### src/hw/rtl/ac3sc_pkg.sv
// ----------------------------------------------------------------------------
// AC-3 / E-AC-3 syncframe header check: shared package
// Types, header layout constants, error codes and the rate and length tables
// used by the capture front end and the decode back end.
// ----------------------------------------------------------------------------
package ac3sc_pkg;

    localparam int HEADER_BYTES = 8;
    localparam int HDR_IDX_W    = $clog2(HEADER_BYTES);
    localparam int COUNT_LIMIT  = 8191;
    localparam int CNT_W        = 13;
    localparam logic [15:0] SYNC_WORD = 16'h0B77;

    // Register indexes on the configuration port.
    localparam logic [2:0] REG_WANT_ENH = 3'd0;
    localparam logic [2:0] REG_MIN_FB   = 3'd1;
    localparam logic [2:0] REG_MAX_LEG  = 3'd2;
    localparam logic [2:0] REG_MIN_ENH  = 3'd3;
    localparam logic [2:0] REG_MAX_ENH  = 3'd4;

    typedef enum logic [3:0] {
        E_OK        = 4'd0,
        E_TRUNC     = 4'd1,
        E_SYNC      = 4'd2,
        E_BSID      = 4'd3,
        E_CODEC     = 4'd4,
        E_RATE      = 4'd5,
        E_BITRATE   = 4'd6,
        E_SUBSTREAM = 4'd7,
        E_BLOCKS    = 4'd8,
        E_CHANNELS  = 4'd9,
        E_SIZE      = 4'd10
    } t_err;

    typedef struct packed {
        logic       want_enh;
        logic [6:0] min_fb;
        logic [3:0] max_leg;
        logic [4:0] min_enh;
        logic [4:0] max_enh;
    } t_cfg;

    // One finished frame as handed from the front end to the back end.
    typedef struct packed {
        logic [HEADER_BYTES-1:0][7:0] hdr;
        logic [CNT_W-1:0]             count;
    } t_frame;

    function automatic logic [9:0] kbps_tab(input logic [4:0] idx);
        logic [9:0] k;
        unique case (idx)
            5'd0:    k = 10'd32;
            5'd1:    k = 10'd40;
            5'd2:    k = 10'd48;
            5'd3:    k = 10'd56;
            5'd4:    k = 10'd64;
            5'd5:    k = 10'd80;
            5'd6:    k = 10'd96;
            5'd7:    k = 10'd112;
            5'd8:    k = 10'd128;
            5'd9:    k = 10'd160;
            5'd10:   k = 10'd192;
            5'd11:   k = 10'd224;
            5'd12:   k = 10'd256;
            5'd13:   k = 10'd320;
            5'd14:   k = 10'd384;
            5'd15:   k = 10'd448;
            5'd16:   k = 10'd512;
            5'd17:   k = 10'd576;
            5'd18:   k = 10'd640;
            default: k = 10'd0;
        endcase
        return k;
    endfunction

    // Words per frame at 44.1 kHz, rounded down: 320 * kbps / 147.
    function automatic logic [10:0] w44_tab(input logic [4:0] idx);
        logic [10:0] w;
        unique case (idx)
            5'd0:    w = 11'd69;
            5'd1:    w = 11'd87;
            5'd2:    w = 11'd104;
            5'd3:    w = 11'd121;
            5'd4:    w = 11'd139;
            5'd5:    w = 11'd174;
            5'd6:    w = 11'd208;
            5'd7:    w = 11'd243;
            5'd8:    w = 11'd278;
            5'd9:    w = 11'd348;
            5'd10:   w = 11'd417;
            5'd11:   w = 11'd487;
            5'd12:   w = 11'd557;
            5'd13:   w = 11'd696;
            5'd14:   w = 11'd835;
            5'd15:   w = 11'd975;
            5'd16:   w = 11'd1114;
            5'd17:   w = 11'd1253;
            5'd18:   w = 11'd1393;
            default: w = 11'd0;
        endcase
        return w;
    endfunction

    // Legacy frame length in bytes from fscod and frmsizecod.
    function automatic logic [CNT_W-1:0] legacy_bytes(input logic [1:0] fs,
                                                      input logic [5:0] fc);
        logic [9:0]  kbps;
        logic [12:0] w;
        kbps = kbps_tab(fc[5:1]);
        unique case (fs)
            2'd0:    w = {2'b0, kbps, 1'b0};
            2'd1:    w = {2'b0, w44_tab(fc[5:1])} + {12'b0, fc[0]};
            2'd2:    w = {3'b0, kbps} + {2'b0, kbps, 1'b0};
            default: w = 13'd0;
        endcase
        return {w[11:0], 1'b0};
    endfunction

    function automatic logic [15:0] rate_hz(input logic [1:0] fs);
        logic [15:0] r;
        unique case (fs)
            2'd0:    r = 16'd48000;
            2'd1:    r = 16'd44100;
            2'd2:    r = 16'd32000;
            default: r = 16'd0;
        endcase
        return r;
    endfunction

endpackage

### src/hw/rtl/ac3sc_front.sv
// ----------------------------------------------------------------------------
// AC-3 syncframe check: byte capture front end
// Keeps the first header bytes of the current frame and a saturating byte
// count, and hands the finished frame to the queue on the marked last word.
// ----------------------------------------------------------------------------
module ac3sc_front
    import ac3sc_pkg::*;
(
    input  logic       i_clk,
    input  logic       i_rst_n,
    input  logic       i_accept,
    input  logic [7:0] i_data_byte,
    input  logic       i_last_byte,
    output logic       o_push,
    output t_frame     o_frame
);

    logic [HEADER_BYTES-1:0][7:0] r_hdr;
    logic [CNT_W-1:0]             r_count;
    logic [HEADER_BYTES-1:0][7:0] n_hdr;
    logic [CNT_W-1:0]             n_count;

    // The snapshot includes the word being accepted this cycle.
    always_comb begin
        n_hdr = r_hdr;
        if (r_count < CNT_W'(HEADER_BYTES)) begin
            n_hdr[r_count[HDR_IDX_W-1:0]] = i_data_byte;
        end
        n_count = r_count;
        if (r_count != CNT_W'(COUNT_LIMIT)) begin
            n_count = r_count + CNT_W'(1);
        end
    end

    assign o_push        = i_accept && i_last_byte;
    assign o_frame.hdr   = n_hdr;
    assign o_frame.count = n_count;

    always_ff @(posedge i_clk) begin
        if (i_accept) begin
            r_hdr <= n_hdr;
        end
    end

    always_ff @(posedge i_clk) begin
        if (!i_rst_n) begin
            r_count <= '0;
        end else if (i_accept) begin
            r_count <= i_last_byte ? '0 : n_count;
        end
    end

    a_count_restart: assert property (@(posedge i_clk) disable iff (!i_rst_n)
        (i_accept && i_last_byte) |=> (r_count == '0))
        else $error("byte count did not restart after the last word");

endmodule

### src/hw/rtl/ac3sc_queue.sv
// ----------------------------------------------------------------------------
// AC-3 syncframe check: frame queue
// Two-entry queue of finished frames between the front and back ends.
// ----------------------------------------------------------------------------
module ac3sc_queue
    import ac3sc_pkg::*;
(
    input  logic   i_clk,
    input  logic   i_rst_n,
    input  logic   i_push,
    input  t_frame i_frame,
    input  logic   i_pop,
    output logic   o_full,
    output logic   o_nonempty,
    output t_frame o_head
);

    t_frame     r_mem [2];
    logic       r_wr_ptr;
    logic       r_rd_ptr;
    logic [1:0] r_level;

    assign o_full     = (r_level == 2'd2);
    assign o_nonempty = (r_level != 2'd0);
    assign o_head     = r_mem[r_rd_ptr];

    always_ff @(posedge i_clk) begin
        if (i_push) begin
            r_mem[r_wr_ptr] <= i_frame;
        end
    end

    always_ff @(posedge i_clk) begin
        if (!i_rst_n) begin
            r_wr_ptr <= 1'b0;
            r_rd_ptr <= 1'b0;
            r_level  <= 2'd0;
        end else begin
            if (i_push) begin
                r_wr_ptr <= ~r_wr_ptr;
            end
            if (i_pop) begin
                r_rd_ptr <= ~r_rd_ptr;
            end
            r_level <= r_level + {1'b0, i_push} - {1'b0, i_pop};
        end
    end

    a_no_overflow: assert property (@(posedge i_clk) disable iff (!i_rst_n)
        (r_level <= 2'd2) && !(i_push && o_full) && !(i_pop && !o_nonempty))
        else $error("frame queue overflow or underflow");

endmodule

### src/hw/rtl/ac3sc_back.sv
// ----------------------------------------------------------------------------
// AC-3 syncframe check: header decode back end
// Decodes the queued frame header in priority order and holds the verdict
// in an output register until it is taken.
// ----------------------------------------------------------------------------
module ac3sc_back
    import ac3sc_pkg::*;
(
    input  logic              i_clk,
    input  logic              i_rst_n,
    input  t_cfg              i_cfg,
    input  logic              i_q_nonempty,
    input  t_frame            i_frame,
    output logic              o_pop,
    output logic              o_out_valid,
    input  logic              i_out_stall,
    output logic [3:0]        o_error_code,
    output logic [15:0]       o_sample_rate_hz,
    output logic [1:0]        o_channel_count,
    output logic [CNT_W-1:0]  o_frame_length_bytes,
    output logic              o_is_enhanced
);

    logic             r_out_valid;
    t_err             r_err;
    logic [15:0]      r_rate;
    logic [1:0]       r_chans;
    logic [CNT_W-1:0] r_len;
    logic             r_enh;

    logic [CNT_W-1:0] cnt;
    logic [4:0]       bsid;
    logic             enh;
    logic             leg;
    logic [1:0]       fs;
    logic [2:0]       acmod;
    logic             lfeon;
    logic [CNT_W-1:0] len;
    logic             chans_bad;
    t_err             err;

    always_comb begin
        cnt  = i_frame.count;
        bsid = i_frame.hdr[5][7:3];
        enh  = (bsid >= i_cfg.min_enh) && (bsid <= i_cfg.max_enh);
        leg  = (bsid <= {1'b0, i_cfg.max_leg});
        fs   = i_frame.hdr[4][7:6];

        // The lfeon position in legacy frames moves with the mix level fields.
        if (enh) begin
            acmod = i_frame.hdr[4][3:1];
            lfeon = i_frame.hdr[4][0];
            len   = {i_frame.hdr[2][2:0], i_frame.hdr[3], 1'b0} + CNT_W'(2);
        end else begin
            acmod = i_frame.hdr[6][7:5];
            unique case (acmod)
                3'd0, 3'd1:             lfeon = i_frame.hdr[6][4];
                3'd2, 3'd3, 3'd4, 3'd6: lfeon = i_frame.hdr[6][2];
                default:                lfeon = i_frame.hdr[6][0];
            endcase
            len = legacy_bytes(fs, i_frame.hdr[4][5:0]);
        end
        chans_bad = ((acmod != 3'd1) && (acmod != 3'd2)) || lfeon;

        priority if (cnt < {6'b0, i_cfg.min_fb}) begin
            err = E_TRUNC;
        end else if (cnt < CNT_W'(2)) begin
            err = E_TRUNC;
        end else if ({i_frame.hdr[0], i_frame.hdr[1]} != SYNC_WORD) begin
            err = E_SYNC;
        end else if (cnt < CNT_W'(6)) begin
            err = E_TRUNC;
        end else if (!enh && !leg) begin
            err = E_BSID;
        end else if (enh != i_cfg.want_enh) begin
            err = E_CODEC;
        end else if (!enh && (fs == 2'd3)) begin
            err = E_RATE;
        end else if (!enh && (i_frame.hdr[4][5:1] >= 5'd19)) begin
            err = E_BITRATE;
        end else if (!enh && (cnt < CNT_W'(7))) begin
            err = E_TRUNC;
        end else if (enh && (i_frame.hdr[2][7:3] != 5'd0)) begin
            err = E_SUBSTREAM;
        end else if (enh && (fs == 2'd3)) begin
            err = E_RATE;
        end else if (enh && (i_frame.hdr[4][5:4] != 2'd3)) begin
            err = E_BLOCKS;
        end else if (chans_bad) begin
            err = E_CHANNELS;
        end else if ((len == '0) || (len != cnt)) begin
            err = E_SIZE;
        end else begin
            err = E_OK;
        end
    end

    assign o_pop = i_q_nonempty && (!r_out_valid || !i_out_stall);

    always_ff @(posedge i_clk) begin
        if (!i_rst_n) begin
            r_out_valid <= 1'b0;
        end else if (o_pop) begin
            r_out_valid <= 1'b1;
        end else if (!i_out_stall) begin
            r_out_valid <= 1'b0;
        end
    end

    always_ff @(posedge i_clk) begin
        if (o_pop) begin
            r_err <= err;
            if (err == E_OK) begin
                r_rate  <= rate_hz(fs);
                r_chans <= (acmod == 3'd1) ? 2'd1 : 2'd2;
                r_len   <= len;
                r_enh   <= enh;
            end else begin
                r_rate  <= '0;
                r_chans <= '0;
                r_len   <= '0;
                r_enh   <= 1'b0;
            end
        end
    end

    assign o_out_valid          = r_out_valid;
    assign o_error_code         = r_err;
    assign o_sample_rate_hz     = r_rate;
    assign o_channel_count      = r_chans;
    assign o_frame_length_bytes = r_len;
    assign o_is_enhanced        = r_enh;

    a_err_zero_fields: assert property (@(posedge i_clk) disable iff (!i_rst_n)
        (r_out_valid && (r_err != E_OK)) |->
        ((r_rate == '0) && (r_chans == '0) && (r_len == '0) && !r_enh))
        else $error("failed frame reports nonzero fields");

    a_ok_fields: assert property (@(posedge i_clk) disable iff (!i_rst_n)
        (r_out_valid && (r_err == E_OK)) |->
        ((r_rate != '0) && (r_chans != '0) && (r_len != '0)))
        else $error("accepted frame reports an empty field");

endmodule

### src/hw/rtl/ac3_syncframe_header_check.sv
// ----------------------------------------------------------------------------
// AC-3 / E-AC-3 syncframe header check
// Path: the front end snapshot is queued when the marked last word is accepted,
//   and the back end decodes the queue head into the output register when that
//   register is free to take it.
// Throughput: one word per cycle while the frame queue is not full; a two-entry
//   frame queue and the output register decouple input and output stalls.
// Reset (synchronous, active low) empties the queue and output, zeroes the
//   byte count and returns the configuration registers to their defaults.
// ----------------------------------------------------------------------------
module ac3_syncframe_header_check
    import ac3sc_pkg::*;
(
    input  logic        i_clk,
    input  logic        i_rst_n,

    // Input word channel: one byte of the syncframe with its last-byte mark.
    input  logic        i_in_valid,
    output logic        o_in_stall,
    input  logic [7:0]  i_data_byte,
    input  logic        i_last_byte,

    // Result word channel: one verdict per frame.
    output logic        o_out_valid,
    input  logic        i_out_stall,
    output logic [3:0]  o_error_code,
    output logic [15:0] o_sample_rate_hz,
    output logic [1:0]  o_channel_count,
    output logic [12:0] o_frame_length_bytes,
    output logic        o_is_enhanced,

    // Configuration port.
    input  logic        psel,
    input  logic        penable,
    input  logic        pwrite,
    input  logic [4:0]  paddr,
    input  logic [31:0] pwdata,
    output logic [31:0] prdata,
    output logic        pready
);

    t_cfg   r_cfg;
    logic   in_accept;
    logic   push;
    t_frame push_frame;
    logic   q_full;
    logic   q_nonempty;
    t_frame q_head;
    logic   pop;
    logic   cfg_wr;
    logic [2:0] reg_idx;

    // The configuration registers. Writes must only be made while the block is
    // idle (the block does not enforce this), so the back end may read them directly while decoding.
    assign pready  = 1'b1;
    assign reg_idx = paddr[4:2];
    assign cfg_wr  = psel && penable && pwrite && pready;

    always_ff @(posedge i_clk) begin
        if (!i_rst_n) begin
            r_cfg.want_enh <= 1'b0;
            r_cfg.min_fb   <= 7'd8;
            r_cfg.max_leg  <= 4'd8;
            r_cfg.min_enh  <= 5'd11;
            r_cfg.max_enh  <= 5'd16;
        end else if (cfg_wr) begin
            unique case (reg_idx)
                REG_WANT_ENH: r_cfg.want_enh <= pwdata[0];
                REG_MIN_FB:   r_cfg.min_fb   <= pwdata[6:0];
                REG_MAX_LEG:  r_cfg.max_leg  <= pwdata[3:0];
                REG_MIN_ENH:  r_cfg.min_enh  <= pwdata[4:0];
                REG_MAX_ENH:  r_cfg.max_enh  <= pwdata[4:0];
                default:      ;
            endcase
        end
    end

    always_comb begin
        unique case (reg_idx)
            REG_WANT_ENH: prdata = {31'b0, r_cfg.want_enh};
            REG_MIN_FB:   prdata = {25'b0, r_cfg.min_fb};
            REG_MAX_LEG:  prdata = {28'b0, r_cfg.max_leg};
            REG_MIN_ENH:  prdata = {27'b0, r_cfg.min_enh};
            REG_MAX_ENH:  prdata = {27'b0, r_cfg.max_enh};
            default:      prdata = 32'b0;
        endcase
    end

    // The input stalls whenever the frame queue is full, not only when a finished
    // frame could not be queued; holding off on a full queue keeps the rule simple
    // and still lets words stream while a verdict waits at the output.
    assign o_in_stall = q_full;
    assign in_accept  = i_in_valid && !o_in_stall;

    ac3sc_front u_front (
        .i_clk       (i_clk),
        .i_rst_n     (i_rst_n),
        .i_accept    (in_accept),
        .i_data_byte (i_data_byte),
        .i_last_byte (i_last_byte),
        .o_push      (push),
        .o_frame     (push_frame)
    );

    ac3sc_queue u_queue (
        .i_clk      (i_clk),
        .i_rst_n    (i_rst_n),
        .i_push     (push),
        .i_frame    (push_frame),
        .i_pop      (pop),
        .o_full     (q_full),
        .o_nonempty (q_nonempty),
        .o_head     (q_head)
    );

    ac3sc_back u_back (
        .i_clk                (i_clk),
        .i_rst_n              (i_rst_n),
        .i_cfg                (r_cfg),
        .i_q_nonempty         (q_nonempty),
        .i_frame              (q_head),
        .o_pop                (pop),
        .o_out_valid          (o_out_valid),
        .i_out_stall          (i_out_stall),
        .o_error_code         (o_error_code),
        .o_sample_rate_hz     (o_sample_rate_hz),
        .o_channel_count      (o_channel_count),
        .o_frame_length_bytes (o_frame_length_bytes),
        .o_is_enhanced        (o_is_enhanced)
    );

endmodule
### config.mk
export PLATFORM = sky130hd
export DESIGN_NAME = ac3_syncframe_header_check
export DESIGN_NICKNAME = d
export VERILOG_FILES = /design/src/hw/rtl/ac3sc_pkg.sv /design/src/hw/rtl/ac3sc_front.sv /design/src/hw/rtl/ac3sc_queue.sv /design/src/hw/rtl/ac3sc_back.sv /design/src/hw/rtl/ac3_syncframe_header_check.sv
export SDC_FILE = /design/constraint.sdc
export NUM_CORES = 1
export LEC_CHECK = 0
export ABC_AREA = 1
export BUFFER_PORTS_ARGS = -buffer_cell sky130_fd_sc_hd__buf_2
export CORE_ASPECT_RATIO = 0.8
export CORE_MARGIN = 2
export CORE_UTILIZATION = 40
export CTS_BUF_LIST = sky130_fd_sc_hd__clkbuf_8 sky130_fd_sc_hd__clkbuf_16
export DETAILED_ROUTE_END_ITERATION = 10
export PLACE_DENSITY = 0.68
export SYNTH_ARGS = -nofsm -noshare
export SYNTH_HDL_FRONTEND = slang
export SYNTH_HIERARCHICAL = 1
export SYNTH_SLANG_ARGS = --single-unit
### constraint.sdc
create_clock -name i_clk -period 20.6 [get_ports i_clk]
set_input_delay 1.03 -clock i_clk [delete_from_list [all_inputs] [get_ports i_clk]]
set_output_delay 1.03 -clock i_clk [all_outputs]
set_load 0.01 [all_outputs]
Yosys cells after proc, flatten, opt, wreduce, memory -nomap -nowiden
Memory sizes are Yosys's and may differ from the RTL's. A register that Yosys moved wholly into a read port is not among the register bits.
Index checks and enable logic that the tools add are counted.
Storage, ports and cells
  flip-flop bits (word level): 140
  RAM bits: 154
  ROM bits: 576
  input port bits: 53
  output and inout port bits: 71
  word-level logic and storage cells: 141
  memories: 3
Cells by class
  add/subtract/negate cells: 6
  $lt $le $gt $ge: 11
  equality and inequality tests: 22
  multiplexer cells: 37
  bitwise gates (word level): 2
  reduce and logical (&&, ||, !) cells: 37
Memories
  (name not given): words 32, bits a word 11, rd ports 1, clocked after memory_dff 0, wr ports 0, line ac3sc_pkg.sv:79  | unique case (idx)
  (name not given): words 32, bits a word 7, rd ports 1, clocked after memory_dff 0, wr ports 0, line ac3sc_pkg.sv:51  | unique case (idx)
  u_queue.r_mem: words 2, bits a word 77, rd ports 1, clocked after memory_dff 1, wr ports 1, line ac3sc_queue.sv:18  | t_frame r_mem [2];
Operators with widths (count)
  bitwise mux 64 bit: 1
  two-way mux 64 bit: 1
  two-way mux 4 bit: 14
  case mux 16 bit (3 select lines): 1
  two-way mux 13 bit: 3
  case mux 12 bit (3 select lines): 1
  case mux 7 bit (5 select lines): 1
  less-than comparator 13 x 3 -> 1 bit, second input constant: 2
  demux 8 bit (select 3 bit): 1
  two-way mux 11 bit: 2
  != test 16 x 12 -> 1 bit, second input constant: 1
  logical AND 1 bit: 15
  adder 12 x 2 -> 13 bit, second input constant: 1
  adder 13 x 1 -> 13 bit, second input constant: 1
  logical NOT 13 bit: 1
  less-than comparator 13 x 2 -> 1 bit, second input constant: 1
  less-than comparator 13 x 4 -> 1 bit, second input constant: 1
  less-than comparator 13 x 7 -> 1 bit: 1
  != test 13 bit: 1
  != test 13 bit, second input constant: 1
  adder 10 x 11 -> 12 bit: 1
  adder 11 x 1 -> 12 bit: 1
  equality test 3 x 2 -> 1 bit, second input constant: 4
  two-way mux 10 bit: 1
  33 further kinds: 57

Logic depth before layout (Yosys ltp)
  depth after elaboration: 23
  gate-level depth with buffers: 37
  gate-level depth less buffers: 33

Cells and area by module
Netlist, hierarchy kept.
Modules (own cells, without submodules)
  ac3sc_queue: times used 1, cells an instance 273, area an instance 5916.9 um2, sequential area each 4724.5 um2
  ac3sc_back: times used 1, cells an instance 626, area an instance 3945.0 um2, sequential area each 800.8 um2
  ac3sc_front: times used 1, cells an instance 397, area an instance 3588.4 um2, sequential area each 2182.1 um2
  ac3_syncframe_header_check: times used 1, cells an instance 214, area an instance 1362.6 um2, sequential area each 440.4 um2

Worst setup path before layout
No wires, ideal clock.
  kind: input -> register
  from: input port i_in_valid
  to: memory u_queue/r_mem[0][0] (netlist bit), enable pin
  setup time: 0.513 ns
  data arrival time: 7.466 ns
  data required time: 20.087 ns
  path slack: 12.620 ns
  stages on the path: 6
  path buffers: 0
  path through: inv_1 > nor2_1 > nand2_1 > inv_1 > inv_1 > nor2_1
Between the ends
  cells in the longest elaborated chain, start to end: 4
Ends and longest elaborated chain
  from (decl): line ac3_syncframe_header_check.sv:18  | input logic i_in_valid,
  logical AND 1 bit: line ac3_syncframe_header_check.sv:93  | assign in_accept = i_in_valid && !o_in_stall;
  named net in_accept: line ac3_syncframe_header_check.sv:43  | logic in_accept;
  logical AND 1 bit: line ac3sc_front.sv:35  | assign o_push = i_accept && i_last_byte;
  named net push: line ac3_syncframe_header_check.sv:44  | logic push;
  two-way mux 1 bit: line ac3sc_queue.sv:28  | if (i_push) begin
  two-way mux 1 bit (implied by the code): line ac3sc_queue.sv:29  | r_mem[r_wr_ptr] <= i_frame;
  to (decl): line ac3sc_queue.sv:18
The timed path passes the listed nets, and every way through them passes these cells.

==> impl_results.md <==
- TritonRoute pass-1 iters: 7
- MaxCap Viol Count: 0
- RSZ-0062 raised after global routing: false
- IO Port Bufs: 64
- PostCTS Resize Cnt: 0
- Worst slew pin tran: 1.03 ns
- N_diodes: 0
- Final HPWL DP: 21.1 mm
- Inst Count DP: 1886
- Initial DRC count: 774
- Pins over their slew limit: 0
- CP max-delay cell: buf_4
- Vias: 9729
- Final setup fails: 0
- Vias per Instance: 5.04
- Final worst path period share: 0.268
- I/O pin total: 124
- Residual DRC: 0
- Worst Path Required: 20.97 ns
- Non-filler cells, final: 1929
- Grt ovf: 0
- Pwr/cell area: 116 nW/um2
- Layout cells sized above 1: 0.150
- Met1 Use GR: 0.246
- GRT Util Overall: 0.169
- GPL Wtd Cong: 0.897
- Die Y: 167 um
- Tightest Hold Check Type: register to register
- Grt met3 use: 0.0218
- Die width: 208 um
- Syn Inst Count: 1428
- Worst slew margin: 0.312
- Floorplan row count: 59
- Yosys synthesis warning count: 6
- Core Footprint: 32600 um2
- Vias in the first global route: 9110
- Mapped Area: 13300 um2
- Setup WS post-layout: 15.08 ns
- Critical Path Fanout Max: 51
- CP Launch Type: register
- H-tree Lvls: 1
- Root Buffer: clkbuf_16
- Remaining antenna violation count: 0
- Hold Startpoint: r_cfg[6]
- WHS Endpoint: r_cfg[6]
- Crit-path max cell delay: 0.74 ns
- GR Util met2: 0.267
- CTS tree: built
- Max Root-Sink Buffers: 3
- Setup TNS: 0 ns
- Largest net degree at the start of global routing: 65
- Final setup skew: 0.0166 ns
- GRT busiest layer: met2
- Dpl ws: 15.15 ns
- R2r worst-path depth: 30
- Min Tclk post-route: 5.52 ns
- Clock sink count: 246
- Clock latency on the worst-skew pair: 0.53 ns
- Reg2Reg Setup Slack: 15.08 ns
- Hold depth: 2
- Layout area overhead: 9.33%
- RR Endpoint: u_back/o_is_enhanced
- Nets: 1586
- Worst-path clk slew: 0.06 ns
- Global-route wire length before repair: 47.7 mm
- CP dominant cell by count: nand2_1
- Starting density of the core: 0.408
- Status: finished, final reports clean
- Setup Buffers After CTS: 0
- Worst Path Arrival: 5.89 ns
- Max Clock Freq: 181 MHz
- Leak: 6.22 nW
- Initial antenna violation count: 0
- Setup crit end kind: register
- Kind of critical path: register to register
- WL/cell: 15.4 um
- Die area: 34800 um2
- Final WL: 29.7 mm
- Mapped Avg Cell Area: 9.33 um2
- TritonCTS Buffers: 24
- Fin. Hold Viols: 0
- Hold_buf cts: 0
- Worst ir drop on vdd: 0.0000544 V
==> placed cells by master (no fill, tap or decap), drive strengths merged, types with 3 or more instances in the layout <==
cell type	instances
a21oi	35
buf	68
clkbuf	25
clkinv	8
conb	32
dfxtp	41
edfxtp	205
ha	47
inv	189
mux2	64
nand2	390
nand3	101
nand3b	9
nand4	21
nor2	155
nor3	5
o21ai	75
o22ai	3
or2	4
xnor2	3
xor2	3
==> report_power, final <==
part / switching (mW) / leakage, nW / total, mW / internal [mW]
combinational: 0.411 / 3.58 / 0.620 / 0.209
sequential: 0.0270 / 2.26 / 0.668 / 0.641
clock: 0.181 / 0.385 / 0.395 / 0.215
total: 0.619 / 6.22 / 1.68 / 1.07
==> metal layers <==
| layer | share of wire | up-vias |
|---|---|---|
| li1 | - | 4795 |
| met1 | 0.47 | 4608 |
| met2 | 0.44 | 289 |
| met3 | 0.063 | 37 |
| met4 | 0.020 | 0 |
| met5 | 0 | - |
==> final cells by class <==
| cell class | instances | area [um2] |
|---|---|---|
| clock inverter | 18 | 87.6 |
| fill | 3101 | 18100 |
| inverter | 180 | 682 |
| timing repair buffer | 68 | 350 |
| tap | 427 | 534 |
| sequential | 246 | 6980 |
| clock buffer | 25 | 614 |
| multi-input combinational | 965 | 5320 |
==> per-stage QoR <==
stage / total power [mW] / area (um2) / hold slack (ns) / utilization
after floorplan: 1.15 / 13400 / 0.451 / -
after global placement: 1.28 / 13900 / 0.473 / 0.425
after detailed placement: 1.29 / 13900 / 0.483 / 0.425
after CTS: 1.69 / 14600 / 0.496 / 0.446
after global routing: 1.79 / 14600 / 0.535 / 0.446
final: 1.68 / 14600 / 0.491 / 0.446
==> worst max-delay path, delay by kind of cell (launching register included) <==
family	cells	cell delay [ns]
flops	1	0.67
fa+ha+maj	2	0.64
simple gates	23	2.30
mux	1	0.38
compound gates	1	0.40
buf+inv	3	0.93
==> how the worst max path moves through the flow <==
stage                          start  cells after the start                         endpoint  slack, ns
final                       register                     30             u_back/o_is_enhanced      15.08
after global routing        register                     30  u_back/o_frame_length_bytes[11]      14.57
after CTS                   register                     30  u_back/o_frame_length_bytes[11]      15.10
after detailed placement    register                     30  u_back/o_frame_length_bytes[11]      15.15
after global placement      register                     30             u_back/o_is_enhanced      15.14
after floorplan           i_in_valid                      6              u_queue/r_mem[0][0]      13.75
==> sequential cells by signal, indices dropped and copies added, names as in the netlist, named ones only <==
name                         cells
u_queue/r_mem                  128
u_front/r_hdr                   51
r_cfg                           22
u_front/r_count                 13
u_back/o_frame_length_bytes     12
u_back/o_sample_rate_hz          7
u_back/o_error_code              4
u_back/o_channel_count           2
u_queue/r_level                  2
u_back/o_is_enhanced             1
u_back/o_out_valid               1
u_queue/r_rd_ptr                 1
u_queue/r_wr_ptr                 1
Note: power is estimated with default switching activity, not from simulation.
